`config.mk`:
```
export PLATFORM = sky130hd
export DESIGN_NAME = d2q9_bgk_front
export DESIGN_NICKNAME = d
export VERILOG_FILES = /design/src/sv/d2q9_bgk_pkg.sv /design/src/sv/d2q9_bgk_front.sv
export SDC_FILE = /design/constraint.sdc
export NUM_CORES = 1
export LEC_CHECK = 0
export ABC_AREA = 1
export BUFFER_PORTS_ARGS = -buffer_cell sky130_fd_sc_hd__buf_4
export CAP_MARGIN = 0
export CORE_MARGIN = 1.5
export CORE_UTILIZATION = 49
export CTS_CLUSTER_SIZE = 25
export DETAILED_ROUTE_END_ITERATION = 8
export PLACE_DENSITY = 0.73
export RECOVER_POWER = 25
export SYNTH_ARGS = -nofsm -noshare
export SYNTH_HDL_FRONTEND = slang
export SYNTH_SLANG_ARGS = --single-unit
export TNS_END_PERCENT = 100
```
`constraint.sdc`:
```
create_clock -name i_clk -period 14.28 [get_ports i_clk]
set_input_delay 0.714 -clock i_clk [delete_from_list [all_inputs] [get_ports i_clk]]
set_output_delay 0.714 -clock i_clk [all_outputs]
set_load 0.05 [all_outputs]
```
`src/sv/d2q9_bgk_pkg.sv`:
```
`default_nettype none

package d2q9_bgk_pkg;

    // Lattice geometry and field widths
    localparam int DIRS   = 9;
    localparam int F_W    = 32;
    localparam int RATE_W = 26;
    localparam int SUM_W  = 40;
    localparam int CNT_W  = 17;
    localparam int W_W    = 23;

    // Internal arithmetic widths
    localparam int RHO_W  = 37;
    localparam int MOM_W  = 35;
    localparam int WR_W   = 37;
    localparam int BR_W   = 46;
    localparam int MUL_W  = 48;
    localparam int PROD_W = 96;
    localparam int SQ_W   = 64;
    localparam int K_W    = 4;
    localparam int FRAC_W = 24;

    // The fluid count saturates at the smaller of the cell limit and the counter range
    localparam int MAX_CELLS = 65536;
    localparam int CNT_LIMIT = (MAX_CELLS < (2 ** CNT_W) - 1) ? MAX_CELLS : (2 ** CNT_W) - 1;
    localparam logic [CNT_W-1:0] CNT_MAX = CNT_W'(CNT_LIMIT);
    localparam logic [SUM_W-1:0] SUM_MAX = {SUM_W{1'b1}};

    // Relaxation rate after reset: 1.0 in Q2.24
    localparam logic [RATE_W-1:0] RATE_RESET = RATE_W'(16777216);

    // Equilibrium weights in Q.24
    localparam logic [W_W-1:0] W_REST = W_W'(7456540);
    localparam logic [W_W-1:0] W_AXIS = W_W'(1864135);
    localparam logic [W_W-1:0] W_DIAG = W_W'(466034);

    // One cell as it waits between the front and the back
    typedef struct packed {
        logic [DIRS-1:0][F_W-1:0] f;
        logic                     obstacle;
        logic                     start;
    } t_cell;

    // One finished result item
    typedef struct packed {
        logic [CNT_W-1:0]         fluid_count;
        logic [SUM_W-1:0]         speed_sum;
        logic [DIRS-1:0][F_W-1:0] f;
    } t_result;

    // Request to the shared multiplier
    typedef struct packed {
        logic                    go;
        logic signed [MUL_W-1:0] a;
        logic signed [MUL_W-1:0] b;
    } t_mul_req;

    // Request to the divider
    typedef struct packed {
        logic                    go;
        logic signed [MOM_W-1:0] num;
        logic signed [RHO_W-1:0] den;
    } t_div_req;

    // Direction whose value a bounced-back direction takes
    function automatic logic [K_W-1:0] bounce_src(input logic [K_W-1:0] k);
        logic [K_W-1:0] s;
        case (k)
            4'd1:    s = 4'd3;
            4'd2:    s = 4'd4;
            4'd3:    s = 4'd1;
            4'd4:    s = 4'd2;
            4'd5:    s = 4'd7;
            4'd6:    s = 4'd8;
            4'd7:    s = 4'd5;
            4'd8:    s = 4'd6;
            default: s = 4'd0;
        endcase
        return s;
    endfunction

    // Lattice velocity x component of a direction
    function automatic logic signed [1:0] cdir_x(input logic [K_W-1:0] k);
        logic signed [1:0] c;
        case (k)
            4'd1, 4'd5, 4'd8: c = 2'sd1;
            4'd3, 4'd6, 4'd7: c = -2'sd1;
            default:          c = 2'sd0;
        endcase
        return c;
    endfunction

    // Lattice velocity y component of a direction
    function automatic logic signed [1:0] cdir_y(input logic [K_W-1:0] k);
        logic signed [1:0] c;
        case (k)
            4'd2, 4'd5, 4'd6: c = 2'sd1;
            4'd4, 4'd7, 4'd8: c = -2'sd1;
            default:          c = 2'sd0;
        endcase
        return c;
    endfunction

    // Equilibrium weight of a direction
    function automatic logic [W_W-1:0] weight(input logic [K_W-1:0] k);
        logic [W_W-1:0] w;
        case (k)
            4'd0:                   w = W_REST;
            4'd1, 4'd2, 4'd3, 4'd4: w = W_AXIS;
            default:                w = W_DIAG;
        endcase
        return w;
    endfunction

    // Clamp a wide signed value to the signed 32-bit range
    function automatic logic signed [F_W-1:0] sat32(input logic signed [PROD_W-1:0] v);
        logic signed [PROD_W-1:0] hi;
        logic signed [PROD_W-1:0] lo;
        logic signed [F_W-1:0]    r;
        hi = PROD_W'(64'sd2147483647);
        lo = PROD_W'(-64'sd2147483648);
        if (v > hi) begin
            r = 32'sh7fffffff;
        end else if (v < lo) begin
            r = 32'sh80000000;
        end else begin
            r = signed'(v[F_W-1:0]);
        end
        return r;
    endfunction

endpackage

`default_nettype wire

```
`src/sv/d2q9_bgk_front.sv`:
```
`default_nettype none

// Front end: accepts cells, applies bounce-back to obstacle cells at once and
// holds them in a two-entry queue until the back end takes them.
module d2q9_bgk_front (
    input  wire                            i_clk,
    input  wire                            i_rst_n,
    input  wire                            i_valid,
    output logic                           o_ready,
    input  wire  [d2q9_bgk_pkg::DIRS-1:0][d2q9_bgk_pkg::F_W-1:0] i_f,
    input  wire                            i_obstacle,
    input  wire                            i_start,
    output logic                           o_cell_valid,
    output d2q9_bgk_pkg::t_cell            o_cell,
    input  wire                            i_pop
);

    localparam int DEPTH = 2;
    localparam int PW    = $clog2(DEPTH);
    localparam int CW    = $clog2(DEPTH + 1);

    d2q9_bgk_pkg::t_cell r_q [DEPTH];
    logic [PW-1:0] r_wr;
    logic [PW-1:0] r_rd;
    logic [CW-1:0] r_count;

    d2q9_bgk_pkg::t_cell entry;
    logic push;
    logic pop;

    // Classify the cell: obstacles are bounced back here
    always_comb begin
        entry.obstacle = i_obstacle;
        entry.start    = i_start;
        for (int k = 0; k < d2q9_bgk_pkg::DIRS; k++) begin
            entry.f[k] = i_obstacle ? i_f[d2q9_bgk_pkg::bounce_src(d2q9_bgk_pkg::K_W'(k))]
                                    : i_f[k];
        end
    end

    assign o_ready      = r_count != CW'(DEPTH);
    assign push         = i_valid && o_ready;
    assign o_cell_valid = r_count != '0;
    assign pop          = i_pop && o_cell_valid;
    assign o_cell       = r_q[r_rd];

    // Queue storage
    always_ff @(posedge i_clk) begin
        if (push) begin
            r_q[r_wr] <= entry;
        end
    end

    // Queue pointers and fill level
    always_ff @(posedge i_clk) begin
        if (!i_rst_n) begin
            r_wr    <= '0;
            r_rd    <= '0;
            r_count <= '0;
        end else begin
            if (push) begin
                r_wr <= r_wr + 1'b1;
            end
            if (pop) begin
                r_rd <= r_rd + 1'b1;
            end
            if (push && !pop) begin
                r_count <= r_count + 1'b1;
            end else if (pop && !push) begin
                r_count <= r_count - 1'b1;
            end
        end
    end

endmodule

`default_nettype wire

```
==> results.sh <==
export IMPL_grt_usage_pct=21.9
export IMPL_synth_avg_cell_area_um2=15.0
export IMPL_netlist_area_um2=24500
export IMPL_hpwl_um=40600
export IMPL_required_ns=14.57
export IMPL_cts_tree="done"
export IMPL_swShare_pct=35.9
export IMPL_critPathMaxFanout=212
export IMPL_crit_path_start_kind="input port"
export IMPL_cp_cell_sequence="clkbuf_1, buf_4, buf_4, o21ai_0"
export IMPL_critPathMaxStageDelay_ns=5.34
export IMPL_multi_input_area_um2=6000
export IMPL_ant_nets=0
export IMPL_hold_buffers=0
export IMPL_cp_data_arrival_time_ns=8.45
export IMPL_cp_slowest_cell="clkbuf_1"
export IMPL_viasPerCell=5.16
export IMPL_post_route_drc_count=0
export IMPL_die_w_um=227
export IMPL_seqCellArea_um2=17500
export IMPL_grt_pass1_vias=15200
export IMPL_status="complete, but fails checks"
export IMPL_dr_pass1_iters=6
export IMPL_wl_per_cell_um=20.1
export IMPL_die_height_um=227
export IMPL_synth_simple_gate_area_share_pct=4.23
export IMPL_skew_ns=0.00990
export IMPL_syn_inst=1636
export IMPL_rows=81
export IMPL_root_buffer="clkbuf_16"
export IMPL_ys_seq_area_share_pct=71.5
export IMPL_cts_buffers=57
export IMPL_maxCapViolations=3
export IMPL_finalSetupTns_ns=0
export IMPL_p_switching_mw=2.10
export IMPL_cts_reportedPaths_clkPinSlew_ns=0.06
export IMPL_crit_type="input port to register"
export IMPL_finalCritPeriodShare_pct=57.2
export IMPL_min_period_ns=8.16
export IMPL_synthMuxAreaShare_pct=14.9
export IMPL_start_util_pct=49.9
export IMPL_drt_iter0_markers=854
export IMPL_min_path_type="input port to register"
export IMPL_path_delay_family="buffers and inverters"
export IMPL_ios=586
export IMPL_worstSetupEndpointType="register"
export IMPL_internal_power_mw=3.75
export IMPL_violations="capacitance limit, slew limit"
export IMPL_maxSlewHeadroom_pct=-422
export IMPL_vias=15100
export IMPL_max_freq_mhz=123
export IMPL_vdd_drop_max_v=0.000116
export IMPL_synth_top_family_by_area="multiplexers"
export IMPL_antenna_found_initial=3
export IMPL_grt_pass1_wl_um=84500
export IMPL_synth_xor_area_share_pct=0
export IMPL_h_tree_depth=2
export IMPL_design_die_area_um2=51400
export IMPL_wl_um=58600
export IMPL_overflow=0
export IMPL_cpMostUsedCell="buf_4"
export IMPL_clk_path_buf_depth=3
export IMPL_setup_viol=0
export IMPL_ys_warn_count=0
export IMPL_layout_nets=2500
export IMPL_routabilityCongestion=0.827
export IMPL_cellPowerDensity_nw_per_um2=187
export IMPL_pwr_share_comb_pct=35.7
export IMPL_clock_sinks=585
export IMPL_synth_compound_area_share_pct=5.32
export IMPL_seq_power_share_pct=39.2
export IMPL_p_leak_nw=12.3
export IMPL_tightest_slew_ns=7.82
export IMPL_syn2layout_area_growth_pct=27.2
export IMPL_clock_latency_ns=0.59
export IMPL_fin_util_pct=63.4
export IMPL_power_mw=5.85
export IMPL_synthDistinctLibCells=17
export IMPL_fillers=3667
export IMPL_grt_max_degree=213
export IMPL_ctsResizeCount=0
export IMPL_core_um2=49200
export IMPL_crit_buf_inv=3
export IMPL_finalMaxSlewViolations=305
export IMPL_syn_nets=1931
export IMPL_synth_seq_cells=585
export IMPL_yosys_area_share_adder_pct=0.0510
export IMPL_drive_gt1_share_pct=42.8
export IMPL_rsz0062_at_grt="no"
export IMPL_numPortBuffers=585
export IMPL_clkPwrFrac_pct=25.2
export IMPL_hold_viol=0
export IMPL_cts_setup_buffers=0
==> Yosys cell counts <==
cell type | count | share of area (%)
inv_1 | 136 | 2.1
nor2_1 | 136 | 2.1
a21oi_1 | 129 | 2.6
dfxtp_1 | 5 | 0.41
o21ai_0 | 130 | 2.7
clkbuf_1 | 17 | 0.26
buf_4 | 1 | 0.031
nand3_1 | 1 | 0.020
mux2_4 | 100 | 6.1
nand4_1 | 1 | 0.026
edfxtp_1 | 580 | 71
buf_2 | 60 | 1.2
ha_1 | 1 | 0.051
buf_6 | 11 | 0.51
mux2_2 | 190 | 8.7
o21a_1 | 1 | 0.031
nand2_1 | 137 | 2.1
==> path summary, 6_finish.rpt <==
kind	from	endpoint	slack, ns	cells past startpoint
setup reg to reg	r_count[0]	r_q[0][153]	9.15	6
setup / recovery	i_obstacle	r_q[0][84]	6.12	4
hold reg to reg	r_rd	r_rd	0.50	2
hold / removal	i_f[2]	r_q[0][4]	0.32	1
==> layer usage <==
metal	global-route usage (%)	routed length, µm	vias to the layer above
met4	11.8	2880	4
met5	0	27	-
li1	-	-	7057
met3	6.49	5030	157
met2	37.9	29600	623
met1	24.1	21000	7223
==> flip-flops by register name, summed over array words and instances (netlist names), named ones only <==
signal   flops
r_q        580
r_rd         1
r_wr         1
r_count      2
==> through the flow <==
stage | hold WS [ns] | setup WS, ns | std cells | area (µm²)
after global routing | 0.293 | 5.14 | 2917 | 31200
after global placement | 0.487 | 10.12 | 2810 | 29400
after detailed placement | 0.500 | 10.05 | 2810 | 29400
final | 0.320 | 6.12 | 2917 | 31200
after CTS | 0.252 | 9.38 | 2916 | 31200
after floorplan | 0.467 | 0.351 | 1636 | 24500
==> area by class of cell <==
class,count,share of cell area (%)
Antenna cell,1,0.00802
Clock buffer,71,4.88
Clock inverter,35,0.987
Inverter,136,1.64
Multi-Input combinational cell,826,19.2
Sequential cell,585,56.2
Tap cell,664,2.66
Timing Repair Buffer,599,14.4
==> power by group through the flow <==
stage	registers (mW)	logic (mW)	clock network (mW)
2_1_floorplan	2.39	1.52	0
3_3_place_gp	2.31	2.08	0
3_5_place_dp	2.32	2.09	0
4_1_cts	2.29	2.10	1.50
5_1_grt	2.31	2.17	1.56
6_report	2.29	2.09	1.47
==> logic make-up after synthesis <==
logic type,after synthesis
AOI/OAI and AO/OA,260
adders and majority gates,1
buffers and inverters,225
DFF,585
muxes,290
and+or+nand+nor,275
==> layout by cell type, fill, tap and decap left out, types with 59 or more instances in the layout <==
cell	count
inv_1	136
mux2_2	190
mux2_4	100
buf_4	563
clkbuf_16	59
nor2_1	135
o21ai_0	130
nand2_1	137
edfxtp_1	580
a21oi_1	129
No activity file was read; power rests on OpenSTA's default activity.
